$ cat src/rtl/core/string_key_hash_table_rehash_probe_defines.svh
// Assertion macros shared by the hash table RTL.
// Depends on nothing; the asserting module provides aclk and aresetn.
`ifndef STRING_KEY_HASH_TABLE_REHASH_PROBE_DEFINES_SVH
`define STRING_KEY_HASH_TABLE_REHASH_PROBE_DEFINES_SVH

// Condition that holds at every clock edge out of reset.
`define KHT_ASSERT_ALWAYS(lbl, cond, msg) \
    lbl: assert property (@(posedge aclk) disable iff (!aresetn) (cond)) else $error(msg);

// Same-cycle implication.
`define KHT_ASSERT_IMPL(lbl, ante, cons, msg) \
    lbl: assert property (@(posedge aclk) disable iff (!aresetn) (ante) |-> (cons)) \
        else $error(msg);

`endif

$ cat src/rtl/core/kht_ram.sv
// Generic single-write, single-read synchronous RAM, registered read data.
// No dependencies.
module kht_ram #(
    parameter int DEPTH = 64,
    parameter int WIDTH = 8
) (
    input  logic                     aclk,
    input  logic                     we,
    input  logic [$clog2(DEPTH)-1:0] waddr,
    input  logic [WIDTH-1:0]         wdata,
    input  logic                     re,
    input  logic [$clog2(DEPTH)-1:0] raddr,
    output logic [WIDTH-1:0]         rdata
);

    logic [WIDTH-1:0] mem [DEPTH];

    always_ff @(posedge aclk) begin
        if (we) begin
            mem[waddr] <= wdata;
        end
    end

    always_ff @(posedge aclk) begin
        if (re) begin
            rdata <= mem[raddr];
        end
    end

endmodule

$ cat config.mk
export PLATFORM = sky130hd
export DESIGN_NAME = kht_ram
export DESIGN_NICKNAME = d
export VERILOG_FILES = /design/src/rtl/core/string_key_hash_table_rehash_probe_defines.svh /design/src/rtl/core/kht_ram.sv
export SDC_FILE = /design/constraint.sdc
export NUM_CORES = 1
export LEC_CHECK = 0
export ABC_AREA = 1
export BUFFER_PORTS_ARGS = -buffer_cell sky130_fd_sc_hd__buf_4
export CAP_MARGIN = 15
export CELL_PAD_IN_SITES_DETAIL_PLACEMENT = 1
export CELL_PAD_IN_SITES_GLOBAL_PLACEMENT = 1
export CORE_ASPECT_RATIO = 1.4
export CORE_MARGIN = 5
export CORE_UTILIZATION = 55
export CTS_CLUSTER_DIAMETER = 80
export DETAILED_ROUTE_END_ITERATION = 8
export PLACE_DENSITY = 0.95
export REMOVE_ABC_BUFFERS = 1
export SYNTH_ARGS = -nofsm -noshare
export SYNTH_HDL_FRONTEND = slang
export SYNTH_SLANG_ARGS = --single-unit
export TNS_END_PERCENT = 20
$ cat constraint.sdc
create_clock -name aclk -period 3.5 [get_ports aclk]
set_input_delay 0.35 -clock aclk [delete_from_list [all_inputs] [get_ports aclk]]
set_output_delay 0.35 -clock aclk [all_outputs]
set_load 0.03 [all_outputs]
* Word level (Yosys, flattened, before mapping) *
Memory sizes are Yosys's and may differ from the RTL's. A register that Yosys moved wholly into a read port is not among the register bits.
Index checks and enable logic that the tools add are counted.
W data, S select, Z words.

word-level totals
  bits in registers = 0
  bits of input ports = 23
  output and inout bits = 8
  word-level logic and storage cells = 3
  memories = 1
  RAM bits = 512

memory list
  name  depth  bits a word  rd ports  clocked after memory_dff  wr ports  RTL line       RTL
  mem   64     8            1         1                         1         kht_ram.sv:16  logic [WIDTH-1:0] mem [DEPTH];

cells by class
  mux-type cells = 2

operator list
  cell     number
  $mux W1  2

* Depth between registers and ports, before layout *
  depth after elaboration = 2
  depth in mapped cells = 12
  depth with buffers taken out = 9

* Worst setup path after synthesis *
Ideal clock, no wire load.

  path kind = in2reg
  start = in we
  end = mem mem[48][0] (enable)
  arrival = 1.721 ns
  required time = 3.105 ns
  setup time = 0.395 ns
  buffers on the path = 1
  path slack = 1.384 ns
  cell stages on the path = 3
  cells stage by stage = clkbuf_1 nand4_1 nor4_1

between the ends
  word-level cells in the longest chain between the ends = 2

ends and longest elaborated chain
  item                           RTL line       RTL
  start: declaration             kht_ram.sv:8   input logic we,
  $mux W1                        kht_ram.sv:19  if (we) begin
  $mux W1 (not written as such)  kht_ram.sv:20  mem[waddr] <= wdata;
  end: declaration               kht_ram.sv:16

Every way passes these cells.

* Worst setup path in the final report *
  start = in waddr[1]
  end = mem mem[21][0] (enable)

RTL lines
  item                RTL line      RTL
  start: declaration  kht_ram.sv:9  input logic [$clog2(DEPTH)-1:0] waddr,

Straight into the memory's write port.

==> results.toml <==
[synthesis]
yosysSeqAreaShare = 0.729
yosysWarnings = 0
synth_cell_types = 15
synthArstFlopShare = 0
avgSynthCellArea_um2 = 11.9
synth.top_cell.area_share = 0.729
yosysMostFrequentCell = "nand2_1"
synth_area_mm2 = 0.0214
synth_top_area_cell = "edfxtp_1"
synth_ff_type = "edfxtp_1"
synth_edf_count = 520
synthCells = 1805
ys_seq_elements = 520
yosys-top-cells-area = "edfxtp_1 73%, nand2_1 11%, nand3_1 10%"
synth_commonest_cells = "648 x nand2_1, 520 x edfxtp_1, 439 x nand3_1"

[detailed_routing]
ant_nets = 0
drt_iter0_markers = 2523
vias = 15500
drt_pass1_iterations = 5
drc = 0
totalWireLength_um = 69700
via_per_inst = 6.54
wl_per_cell_um = 29.4

[timing]
min_period_over_period = 0.652
finalMaxSlewViolations = 0
fin_hold_ws_ns = 0.107
period_needed_ns = 2.28
fmax_mhz = 438
fin_skew_ns = 0.0184
totalNegativeSetupSlack_ns = 0
rsz0062_at_grt = "no"
hold_viol = 0
setup_violations = 0
max_slew_margin = 0.313
tightestPinTransition_ns = 1.03

[die]
ioPinCount = 31
start_util = 0.556
rows = 85
die_y_um = 244
die_area_mm2 = 0.0430
chipWidth_um = 177
core_area_mm2 = 0.0385

[layout]
drive_above_1_share = 0.0790
filler_cell_count = 3897
fin_nets = 1843
area_growth_pct = 9.43

[critical_path]
crit_start = "waddr[1]"
crit_type = "in2reg"
crit_path_start_kind = "input pin"
path_max_fanout = 9
crit_arrival_ns = 2.47
r2r_start = "mem[50][5]"
endpoint_kind = "register"
cp.required_ns = 3.69

[global_route]
grt_pass1_wl_um = 104000
grt_pass1_vias = 16400
overflow = 0
grt_start_max_net_pins = 129
groute.usage.overall = 0.321
antenna_found_initial = 2

[status]
outcome = "completed"

[cts]
cts_max_path_buffers = 3
clock_latency_ns = 0.58
cts_tree = "yes"
cts.clk_slew.worst_paths_ns = 0.07
cts_buffers = 46
root_buffer = "clkbuf_16"
htree_levels = 2
postCtsSetupBuffers = 0
ctsHoldBuffers = 0
cts_resized = 0
clkSinkCount = 520

[placement]
portBuffers = 30
dp_hpwl_um = 38500
routabilityCongestion = 0.834

[job]
cap_violations = 0

[power_and_ir_drop]
leakage_nw = 8.41
ir_drop_mv = 0.392
power_density_mw_per_mm2 = 556

[min_path]
worstHoldPathType = "in2reg"
hp-start = "re"
[kinds of logic after synthesis]
logic type | after synthesis | synth area share
AND/OR/NAND/NOR | 1160 | 0.231
buffers and inverters | 125 | 0.0401
flip-flops | 520 | 0.729
[critical path, cell delays in order]
cell and delay, ns:
buf_4 0.15, inv_1 0.23, nand4_1 0.72, nor2_1 1.01
[layout by cell type (no fill, tap or decap)]
cell type   count
clkinv_2        5
buf_16          1
inv_1           9
inv_6           2
nand2_1       648
clkinvlp_4      3
inv_2           1
clkbuf_16      47
nand3_1       439
clkinv_1        9
edfxtp_1      520
nor2_1         56
buf_4          72
buf_12          6
diode_2         1
nand4_1         9
bufinv_16       6
buf_6           1
clkbuf_1        4
clkinv_4        1
nor4_1          8
inv_4           1
[power by group]
part | switching, mW | total (mW) | internal (mW)
Combinational | 0.704 | 0.906 | 0.202
Clock | 2.32 | 5.20 | 2.88
Sequential | 0.0192 | 6.92 | 6.90
[sequential cells by signal, indices dropped and copies added (netlist names)]
signal  flops
rdata       8
mem       512
[metrics by stage]
step / cells / total power, mW / setup WS [ns] / util / instance area, um2
floorplan: 1692 / 7.41 / 0.493 / - / 20600
global placement: 2293 / 7.83 / 1.05 / 0.570 / 21900
detailed placement: 2293 / 7.90 / 0.823 / 0.570 / 21900
CTS: 2369 / 13.0 / 1.39 / 0.608 / 23400
global route: 2371 / 13.4 / 1.28 / 0.609 / 23400
finish: 2371 / 13.0 / 1.22 / 0.609 / 23400
[final cells by class]
class,count,area (um2),area share
Sequential cell,520,15600,0.666
Inverter,12,52.6,0.00224
Timing Repair Buffer,80,699,0.0298
Clock buffer,51,1190,0.0508
Tap cell,522,653,0.0279
Antenna cell,1,2.50,0.000107
Multi-Input combinational cell,1160,4950,0.211
Clock inverter,25,279,0.0119
[worst paths after layout]
| path | cells after the start | slack (ns) | endpoint |
|---|---|---|---|
| setup / recovery | 4 | 1.22 | mem[21][0] |
| hold / removal | 1 | 0.11 | rdata[0] |
| hold reg to reg | 8 | 0.94 | rdata[4] |
| setup reg to reg | 8 | 1.62 | rdata[5] |
[routing by layer]
layer / wire, um / up-vias / GRT usage
li1: - / 6363 / -
met1: 24100 / 7618 / 0.392
met2: 34100 / 1203 / 0.530
met3: 6550 / 323 / 0.0555
met4: 4940 / 2 / 0.199
met5: 20 / - / 0
No activity file was read; power rests on OpenSTA's default activity.
