<file path="config.mk">
export PLATFORM = sky130hd
export DESIGN_NAME = kht_divmod
export DESIGN_NICKNAME = d
export VERILOG_FILES = /design/src/rtl/core/string_key_hash_table_rehash_probe_defines.svh /design/src/rtl/core/kht_pkg.sv /design/src/rtl/core/kht_divmod.sv
export SDC_FILE = /design/constraint.sdc
export NUM_CORES = 1
export LEC_CHECK = 0
export BUFFER_PORTS_ARGS = -buffer_cell sky130_fd_sc_hd__buf_2
export CORE_MARGIN = 3
export CORE_UTILIZATION = 45
export DETAILED_ROUTE_END_ITERATION = 6
export GPL_TIMING_DRIVEN = 1
export PLACE_DENSITY = 0.7
export SLEW_MARGIN = 20
export SYNTH_ARGS = -nofsm -noshare
export SYNTH_HDL_FRONTEND = slang
export SYNTH_SLANG_ARGS = --single-unit
</file>
<file path="constraint.sdc">
create_clock -name aclk -period 1.8 [get_ports aclk]
set_input_delay 0.18 -clock aclk [delete_from_list [all_inputs] [get_ports aclk]]
set_output_delay 0.18 -clock aclk [all_outputs]
set_load 0.005 [all_outputs]
</file>
<file path="src/rtl/core/string_key_hash_table_rehash_probe_defines.svh">
// Assertion macros shared by the hash table RTL.
// Depends on nothing; the asserting module provides aclk and aresetn.
`ifndef STRING_KEY_HASH_TABLE_REHASH_PROBE_DEFINES_SVH
`define STRING_KEY_HASH_TABLE_REHASH_PROBE_DEFINES_SVH

// Condition that holds at every clock edge out of reset.
`define KHT_ASSERT_ALWAYS(lbl, cond, msg) \
    lbl: assert property (@(posedge aclk) disable iff (!aresetn) (cond)) else $error(msg);

// Same-cycle implication.
`define KHT_ASSERT_IMPL(lbl, ante, cons, msg) \
    lbl: assert property (@(posedge aclk) disable iff (!aresetn) (ante) |-> (cons)) \
        else $error(msg);

`endif

</file>
<file path="src/rtl/core/kht_pkg.sv">
// Shared constants, types and state encodings of the string key hash table.
// No dependencies.
package kht_pkg;

    localparam int TABLE_SLOTS = 64;
    localparam int KEY_CHARS   = 16;

    localparam int SLOT_W  = $clog2(TABLE_SLOTS);
    localparam int CHAR_W  = $clog2(KEY_CHARS);
    localparam int LEN_W   = $clog2(KEY_CHARS + 1);
    localparam int PRB_W   = 7;
    localparam int MOD_W   = 7;
    localparam int BYTE_W  = 8;
    localparam int USUM_W  = 10;
    localparam int ASUM_W  = 13;
    localparam int DIV_W   = 13;
    localparam int STAT_W  = 3;
    localparam int ADDR_W  = SLOT_W + CHAR_W;

    localparam logic [BYTE_W-1:0] CHAR_ZERO = 8'h30;
    localparam logic [BYTE_W-1:0] CHAR_A    = 8'h41;
    localparam logic [BYTE_W-1:0] CHAR_Z    = 8'h5A;
    localparam logic [MOD_W-1:0]  MODULUS_RESET = 7'd40;

    localparam logic OP_INSERT = 1'b0;
    localparam logic OP_LOOKUP = 1'b1;

    typedef enum logic [STAT_W-1:0] {
        STAT_STORED   = 3'd0,
        STAT_FULL     = 3'd1,
        STAT_FOUND    = 3'd2,
        STAT_MISSING  = 3'd3,
        STAT_TOO_LONG = 3'd4
    } status_t;

    typedef enum logic [2:0] {
        S_IDLE,
        S_START,
        S_DIV,
        S_PROBE,
        S_LEN,
        S_CHK,
        S_WRITE,
        S_DONE
    } state_t;

endpackage

</file>
<file path="src/rtl/core/kht_divmod.sv">
// Restoring remainder unit: one dividend bit per cycle.
// Depends on kht_pkg.
module kht_divmod (
    input  logic                        aclk,
    input  logic                        aresetn,
    input  logic                        start,
    input  logic [kht_pkg::DIV_W-1:0]   dividend,
    input  logic [kht_pkg::MOD_W-1:0]   divisor,
    output logic                        done,
    output logic [kht_pkg::MOD_W-1:0]   remainder
);

    localparam int CNT_W = $clog2(kht_pkg::DIV_W);

    logic                        busy_reg, busy_next;
    logic                        done_reg, done_next;
    logic [CNT_W-1:0]            cnt_reg, cnt_next;
    logic [kht_pkg::DIV_W-1:0]   dvd_reg, dvd_next;
    logic [kht_pkg::MOD_W-1:0]   rem_reg, rem_next;
    logic [kht_pkg::MOD_W:0]     rem_sh;

    always_comb begin
        busy_next = busy_reg;
        done_next = 1'b0;
        cnt_next  = cnt_reg;
        dvd_next  = dvd_reg;
        rem_next  = rem_reg;
        rem_sh    = {rem_reg, dvd_reg[kht_pkg::DIV_W-1]};
        if (start) begin
            busy_next = 1'b1;
            cnt_next  = '0;
            dvd_next  = dividend;
            rem_next  = '0;
        end else if (busy_reg) begin
            // shift in the next bit, subtract when it fits
            if (rem_sh >= {1'b0, divisor}) begin
                rem_next = kht_pkg::MOD_W'(rem_sh - {1'b0, divisor});
            end else begin
                rem_next = kht_pkg::MOD_W'(rem_sh);
            end
            dvd_next = {dvd_reg[kht_pkg::DIV_W-2:0], 1'b0};
            cnt_next = cnt_reg + 1'b1;
            if (cnt_reg == CNT_W'(kht_pkg::DIV_W - 1)) begin
                busy_next = 1'b0;
                done_next = 1'b1;
            end
        end
    end

    always_ff @(posedge aclk) begin
        if (!aresetn) begin
            busy_reg <= 1'b0;
            done_reg <= 1'b0;
            cnt_reg  <= '0;
        end else begin
            busy_reg <= busy_next;
            done_reg <= done_next;
            cnt_reg  <= cnt_next;
        end
    end

    always_ff @(posedge aclk) begin
        dvd_reg <= dvd_next;
        rem_reg <= rem_next;
    end

    assign done      = done_reg;
    assign remainder = rem_reg;

endmodule

</file>
# Word-level counts from Yosys, hierarchy flattened
# Index checks and enable logic that the tools add are counted.
[totals]
regBits = 26
in_bits = 23
out_inout_bits = 8
word_cells = 21
[classes]
add_sub_neg = 2
magnitude_cmp = 1
eq_ne = 1
n_mux = 7
bitwise = 2
n_reduce_logical = 3
[op_table]
columns = ["cell", "count"]
rows = [
  ["13-bit 2-to-1 mux", 2],
  ["8-bit by 7-bit >= comparator with 1-bit output", 1],
  ["7-bit 2-to-1 mux", 1],
  ["7-bit subtractor", 1],
  ["4-bit by 1-bit adder with 4-bit output, second input constant", 1],
  ["4-bit equality test, second input constant", 1],
  ["1-bit 2-to-1 mux", 4],
  ["3-bit OR reduction", 1],
  ["1-bit inverter", 2],
  ["2-bit nonzero test", 1],
  ["2-bit OR reduction", 1],
]

# Depth between registers and ports, before layout
# Gate-level depths: netlist of run 1.
[logic_depth]
depth_word = 4
depth_mapped = 9
ltp_nobuf = 8

# Worst setup path after synthesis of run 1
# Ideal clock, no wire load.
[synth_timing]
path_kind = "register to register"
start = "register dvd_reg[12] (netlist name)"
end = "register rem_reg (netlist bit remainder[0])"
setup_ns = 0.088
t_arrival_ns = 1.679
required_time_ns = 1.712
path_slack_ns = 0.033
stages_incl_launch_ff = 10
path_buffers = 1
synth_period_minus_slack_ns = 1.767
cell_sequence = "edfxtp_1 > inv_1 > ha_1 > inv_1 > fa_1 > nand3_2 > a31o_1 > buf_6 > nand3_1 > a311oi_2"
[synth_via]
elab_chain_cells = 2
word_cells_on_any_way = 3
cone_classes = "1 x add/sub; 1 x order compare; 1 x mux"
[synth_lines]
columns = ["element", "line_no", "text"]
rows = [
  ["from (decl)", "kht_divmod.sv:18", "logic [kht_pkg::DIV_W-1:0] dvd_reg, dvd_next;"],
  ["from (signal assigned)", "kht_divmod.sv:63", "dvd_reg <= dvd_next;"],
  ["7-bit subtractor or 8-bit by 7-bit >= comparator with 1-bit output (tied branches)", "kht_divmod.sv:37, kht_divmod.sv:36", ""],
  ["7-bit 2-to-1 mux *", "kht_divmod.sv:36", "if (rem_sh >= {1'b0, divisor}) begin"],
  ["to (signal assigned)", "kht_divmod.sv:64", "rem_reg <= rem_next;"],
  ["to (decl)", "kht_divmod.sv:19", "logic [kht_pkg::MOD_W-1:0] rem_reg, rem_next;"],
]
# Every way passes the cells marked *; elsewhere a longest branch is shown, timed or not.
# A chain may end at the register's enable or synchronous reset.

# Worst setup path in the final report of run 1
[layout_timing]
start = "register dvd_reg[12] (netlist name)"
end = "register rem_reg (netlist bit remainder[1])"
# The elaborated chain is that of the path after synthesis.

==> summary.md, run 1 <==
| Metric | Value |
|---|---|
| Status | `complete, no violations` |
| PortBufs | `30` |
| Layout cells sized above 1 | `0.371` |
| Register area share after synthesis | `0.420` |
| Crit path buf inv count | `2` |
| Max-cap violations | `0` |
| RSZ-0062 raised after global routing | `yes` |
| Max clock buf depth | `2` |
| Final count of hold timing violations | `0` |
| Worst Path Max Fanout | `6` |
| Number of synthesized flops with an enable pin | `13` |
| Vias in the first global route | `around 1200` |
| Number of CTS-inserted buffers | `3` |
| Final worst slack | `between 0.002 and 0.0025 ns` |
| Max Freq | `roughly 560 MHz` |
| Flop and latch count out of synthesis | `26` |
| Row cnt | `20` |
| CP required | `approximately 2.0 ns` |
| Arr. time, crit path | `around 2 ns` |
| Main flop type after synthesis | `edfxtp_1` |
| GP Congestion | `approximately 0.8` |
| # clock sinks | `26` |
| Nets | `220` |
| Mapped Nets | `between 150 and 200` |
| Min Tclk post-route | `1.80 ns` |
| DR vias | `around 1300` |
| Post-placement cell count | `224` |
| First-pass GRT wire length | `around 5300 um` |
| Reg clk slew, reported paths | `between 0.1 and 0.15 ns` |
| Sw frac | `0.255` |
| Worst slack, placed | `-0.0854 ns` |
| Clock skew | `0.00113 ns` |
| Final setup violating endpoints | `0` |
| Worst Hold Class | `in -> reg` |
| Internal | `approximately 0.00093 W` |
| Slew headroom | `0.754` |
| Most common cell after layout, fill and taps aside | `buf_2` |
| HPWL Detailed | `between 2000 and 2500 um` |
| Vias/cell | `roughly 5.5` |
| Antenna-violating nets left | `0` |
| Fin cells | `230` |
| Final core utilization | `0.589` |
| Asr flop ratio synth | `0` |
| Unique masters post-synth | `48` |
| # DRC | `0` |
| Critical path class | `reg -> reg` |
| Worst-margin pin slew | `0.369 ns` |
| DIE HEIGHT | `between 60 and 70 um` |
| Post-Syn Area | `0.00155 mm2` |
| Max reg flops | `13` |
| Clk Latency, worst-skew pair | `0.31 ns` |
| Sequential power share | `0.548` |
| Setup crit start kind | `flip-flop` |
| Layout area overhead | `20.9%` |
| Critical Path, Cell by Cell | `inv_1 -> ha_2 -> inv_2 -> fa_2 -> nand3_4 -> a31o_4 -> and2_4 -> o311a_1` |
| Clock root buffer | `clkbuf_4` |
| Drt first pass iters | `6` |
| Remaining Overflow, GRT | `0` |
| Clk network pwr share | `0.225` |
| Kind of cell adding the most delay to the critical path | `compound AO/OA/AOI/OAI gates` |
| Crit share post-route | `0.999` |
| Max Slew Vio Count | `0` |
| Initial Util | `0.487` |
| Filler cells | `285` |
| Peak per-stage delay on the critical path | `around 0.36 ns` |
| Die Span X | `64.6 um` |
| CTS HTree Levels | `1` |
| Leak | `between 0.8 and 0.9 nW` |
| Die area | `0.00418 mm2` |
| Psw | `around 0.00032 W` |
| Wire per inst | `between 10 and 15 um` |
| Setup crit end kind | `flip-flop` |
| Most frequent cells in the layout | `buf_2 (30), dfxtp_1 (13), edfxtp_1 (13)` |
| Comb power frac | `0.226` |
| IO Count | `31` |
| Yosys warning count | `0` |
| Avg Cell Area, Syn | `10.5 um2` |
| Largest net degree at the start of global routing | `18` |
| Total Routed Length | `3220 um` |
| Core Area | `roughly 0.0032 mm2` |
| Aggregate global-route resource usage | `0.161` |
| Slowest CP cell | `edfxtp_1` |
| Cell count after synthesis | `147` |
| Ant. Diodes | `0` |
| Initial antenna violation count | `0` |
| Worst vdd ir | `roughly 420 uV` |
| CTS tree | `built` |
| PD cells | `roughly 670 mW/mm2` |
| Drt initial violations | `~90` |
[through the flow]
stage | instance area [um2] | hold WS [ns] | TNS [ns] | total power (W)
2_1_floorplan | 1550 | 0.308 | 0 | 0.000882
3_3_place_gp | 1790 | 0.410 | -0.00509 | 0.000960
3_5_place_dp | 1790 | 0.428 | -0.359 | 0.000973
4_1_cts | 1840 | 0.0904 | 0 | 0.00126
5_1_grt | 1870 | 0.0879 | -0.367 | 0.00133
6_report | 1870 | 0.104 | 0 | 0.00126
[per-layer routing]
metal	part of all wire	track usage	wire (um)
met1	0.42	0.189	1350
met3	0.047	0.0312	151
met5	0	0	0
met2	0.52	0.303	1680
met4	0.011	0.0343	34
[path summary, 6_finish.rpt]
path,start,to,slack [ns],depth (start not counted)
worst max register to register,dvd_reg[12],remainder[1],0.002,8
worst min register to register,cnt_reg[3],done,0.51,2
worst min-delay path,aresetn,busy_reg,0.10,2
worst max-delay path,dvd_reg[12],remainder[1],0.002,8
[synth_stat cells (all sizes together), types with 2 or more instances]
master | n | share of area
and2 | 2 | 0.0097
ha | 9 | 0.073
nor2 | 9 | 0.022
xor2 | 2 | 0.011
a21oi | 2 | 0.0089
a31oi | 4 | 0.016
nand2 | 7 | 0.017
inv | 13 | 0.032
edfxtp | 13 | 0.25
buf | 5 | 0.019
a21o | 3 | 0.015
a211oi | 3 | 0.023
nor2b | 3 | 0.012
xnor2 | 4 | 0.023
mux2 | 13 | 0.095
nand4 | 2 | 0.0081
nand3 | 6 | 0.023
o31ai | 2 | 0.0097
o21ai | 4 | 0.013
nor3 | 2 | 0.0065
and3 | 9 | 0.036
dfxtp | 13 | 0.17
[cell families after synthesis]
group,share of synthesized area
compound gates,0.141
xor+xnor,0.0340
fa+ha+maj,0.0857
buf+inv,0.0525
flops,0.420
mux,0.101
simple gates,0.165
[power by group through the flow]
stage          registers [W]  clock network, W  logic [W]
2_1_floorplan       0.000699                 0   0.000183
3_3_place_gp        0.000699                 0   0.000261
3_5_place_dp        0.000703                 0   0.000269
4_1_cts             0.000690          0.000296   0.000275
5_1_grt             0.000694          0.000323   0.000315
6_report            0.000688          0.000283   0.000284
[final cells by class]
| class | count | area [um2] | share of cell area |
|---|---|---|---|
| inverter | 13 | 48.8 | 0.0261 |
| multi-input combinational | 102 | 843 | 0.451 |
| clock buffer | 4 | 36.3 | 0.0194 |
| timing repair buffer | 41 | 236 | 0.126 |
| tap | 44 | 55.1 | 0.0294 |
| sequential | 26 | 651 | 0.348 |
[timing repair]
item	in CTS	in global routing
hold buffers	0	0
gates resized for setup	2	5
pin swaps	0	4
setup buffers	0	2
setup endpoints to repair	7	7
Note: power is estimated with default switching activity, not from simulation.
==> inputs of run 2 (changes only) <==
CORE_MARGIN = unset   (was 3)
PLACE_DENSITY = 0.67   (was 0.7)
clock period = 1.97 ns   (was 1.8 ns; I/O delays follow)
==> summary.md, run 2 (same netlist as run 1, synthesis figures left out) <==
| Metric | Value |
|---|---|
| Status | `complete, no violations` |
| Slew headroom | `0.615 (-0.139)` |
| Number of CTS-inserted buffers | `3 (unchanged)` |
| GP Congestion | `0.858 (+9.4%)` |
| Psw | `0.000296 W (-7.8%)` |
| Most common cell after layout, fill and taps aside | `buf_2` |
| Worst r2r dst | `remainder[2]` |
| Worst Reg-to-Reg Cells | `5 (-3)` |
| # clock sinks | `26 (unchanged)` |
| Final setup violating endpoints | `0 (unchanged)` |
| CTS tree | `built` |
| Row cnt | `20 (unchanged)` |
| Placed cell area | `0.00174 mm2 (-2.5%)` |
| PostCTS Resize Cnt | `0 (-2)` |
| Ant. Diodes | `0 (unchanged)` |
| R2R Path Start | `remainder[4]` |
| Filler cells | `297 (+4.2%)` |
| Hold-fix buffers, CTS | `0 (unchanged)` |
| Drt initial violations | `54 (-41%)` |
| Worst-margin pin slew | `0.576 ns (+0.207 ns)` |
| Final count of hold timing violations | `0 (unchanged)` |
| Core Area | `0.00315 mm2 (-0.79%)` |
| Drt first pass iters | `4 (-2)` |
| Most frequent cells in the layout | `buf_2 (30), dfxtp_1 (13), edfxtp_1 (13)` |
| Min Tclk post-route | `1.85 ns (+0.0555 ns)` |
| IO Count | `31 (unchanged)` |
| Register area | `651 um2 (unchanged)` |
| Vias in the first global route | `1141 (-5.2%)` |
| Setup TNS | `0 ns (unchanged)` |
| Max clock buf depth | `2 (unchanged)` |
| Nets | `212 (-3.6%)` |
| DIE HEIGHT | `60.6 um (-6.2%)` |
| Clock skew | `0.0102 ns (+0.00911 ns)` |
| CP required | `2.17 ns (+0.16 ns)` |
| Crit share post-route | `0.941 (-0.0580)` |
| Max Slew Vio Count | `0 (unchanged)` |
| Sequential power share | `0.573 (+0.025)` |
| Max reg flops | `13 (unchanged)` |
| Area occupied by multi-input gates | `831 um2 (-1.5%)` |
| Design area | `0.00178 mm2 (-4.6%)` |
| Worst Path Max Fanout | `10 (+4)` |
| Initial Util | `0.491 (+0.00387)` |
| Worst vdd ir | `383 uV (-9.3%)` |
| Max Freq | `540 MHz (-3.0%)` |
| Aggregate global-route resource usage | `0.181 (+0.0191)` |
| # DRC | `0 (unchanged)` |
| Total Routed Length | `3120 um (-3.2%)` |
| RSZ-0062 raised after global routing | `no` |
| Die area | `0.00368 mm2 (-12%)` |
| Clk Latency, worst-skew pair | `0.32 ns (about the same)` |
| Worst reg2reg setup slack | `0.12 ns (+0.11 ns)` |
| Layout area overhead | `15.3%` |
| Max-cap violations | `0 (unchanged)` |
| Leak | `0.797 nW (-5.2%)` |
| Critical path class | `reg -> reg` |
| Final core utilization | `0.566 (-0.0227)` |
| PD cells | `617 mW/mm2 (-8.0%)` |
| Worst Hold Class | `in -> reg` |
| Vias/cell | `5.45 (-1.4%)` |
| Clk network pwr share | `0.209 (-0.016)` |
| Worst slack, placed | `0.0281 ns (+0.113 ns)` |
| CTS HTree Levels | `1 (unchanged)` |
| Crit. Startpoint | `remainder[4]` |
| Clock root buffer | `clkbuf_4` |
| Remaining Overflow, GRT | `0 (unchanged)` |
| Reg clk slew, reported paths | `0.13 ns (about the same)` |
| PortBufs | `30 (unchanged)` |
| First-pass GRT wire length | `4910 um (-7.7%)` |
| Largest net degree at the start of global routing | `17 (-1)` |
| Sw frac | `0.268 (+0.0129)` |
| Setup crit end kind | `flip-flop` |
| Final worst slack | `0.117 ns (+0.114 ns)` |
| Wire per inst | `14.0 um (+0.29%)` |
| HPWL Detailed | `2390 um (-3.6%)` |
| Setup crit start kind | `flip-flop` |
| Design Power | `0.00110 W (-12%)` |
| Comb power frac | `0.217 (-0.009)` |
| Arr. time, crit path | `2.05 ns (+0.04 ns)` |
| End of the critical path | `remainder[2]` |
| Die Span X | `60.6 um (-6.2%)` |
| DR vias | `1209 (-4.8%)` |
| Layout cells sized above 1 | `0.320 (-0.0507)` |
| Internal | `0.000806 W (-14%)` |
| Initial antenna violation count | `0 (unchanged)` |
| Antenna-violating nets left | `0 (unchanged)` |
| Post-CTS Setup Bufs | `0 (unchanged)` |
[run 2: worst min-delay path by stage]
| stage | startpoint | endpoint | slack, ns | depth (start not counted) |
|---|---|---|---|---|
| 2_1_floorplan | aresetn | busy_reg | 0.33 | 1 |
| 3_3_place_gp | aresetn | busy_reg | 0.43 | 2 |
| 3_5_place_dp | aresetn | busy_reg | 0.46 | 2 |
| 4_1_cts | aresetn | busy_reg | 0.13 | 2 |
| 5_1_grt | aresetn | busy_reg | 0.14 | 2 |
| 6_report | aresetn | busy_reg | 0.13 | 2 |
[run 2: critical path, stage by stage, from the launching register on]
cell and delay (ns):
dfxtp_1 0.36, ha_1 0.38, a21o_1 0.22, a211oi_4 0.42
and2_4 0.26, o311ai_2 0.11
[run 2: final cells by class]
cell class,count,area share
clock buffers,4,0.0147
inverters,13,0.0273
repair buffers,33,0.0968
well taps,44,0.0309
multi-input cells,102,0.466
flip-flops and latches,26,0.365
[run 2: stage by stage]
stage               hold slack, ns  instances
finish                       0.135        222
detailed placement           0.464        218
floorplan                    0.325        147
CTS                          0.134        222
global route                 0.143        222
global placement             0.432        218
[run 2: per-layer routing]
metal	global-route usage	up-vias	wire length, um
met5	0	-	0
met4	0.0519	0	8
met3	0.0235	2	87
met2	0.314	20	1570
met1	0.235	585	1450
li1	-	602	-
[run 2: power by group through the flow]
stage / Clock, W / Sequential [W] / Combinational (W)
after floorplan: 0 / 0.000638 / 0.000167
after global placement: 0 / 0.000641 / 0.000225
after detailed placement: 0 / 0.000645 / 0.000235
after CTS: 0.000235 / 0.000632 / 0.000236
after global routing: 0.000250 / 0.000637 / 0.000263
final: 0.000231 / 0.000632 / 0.000240
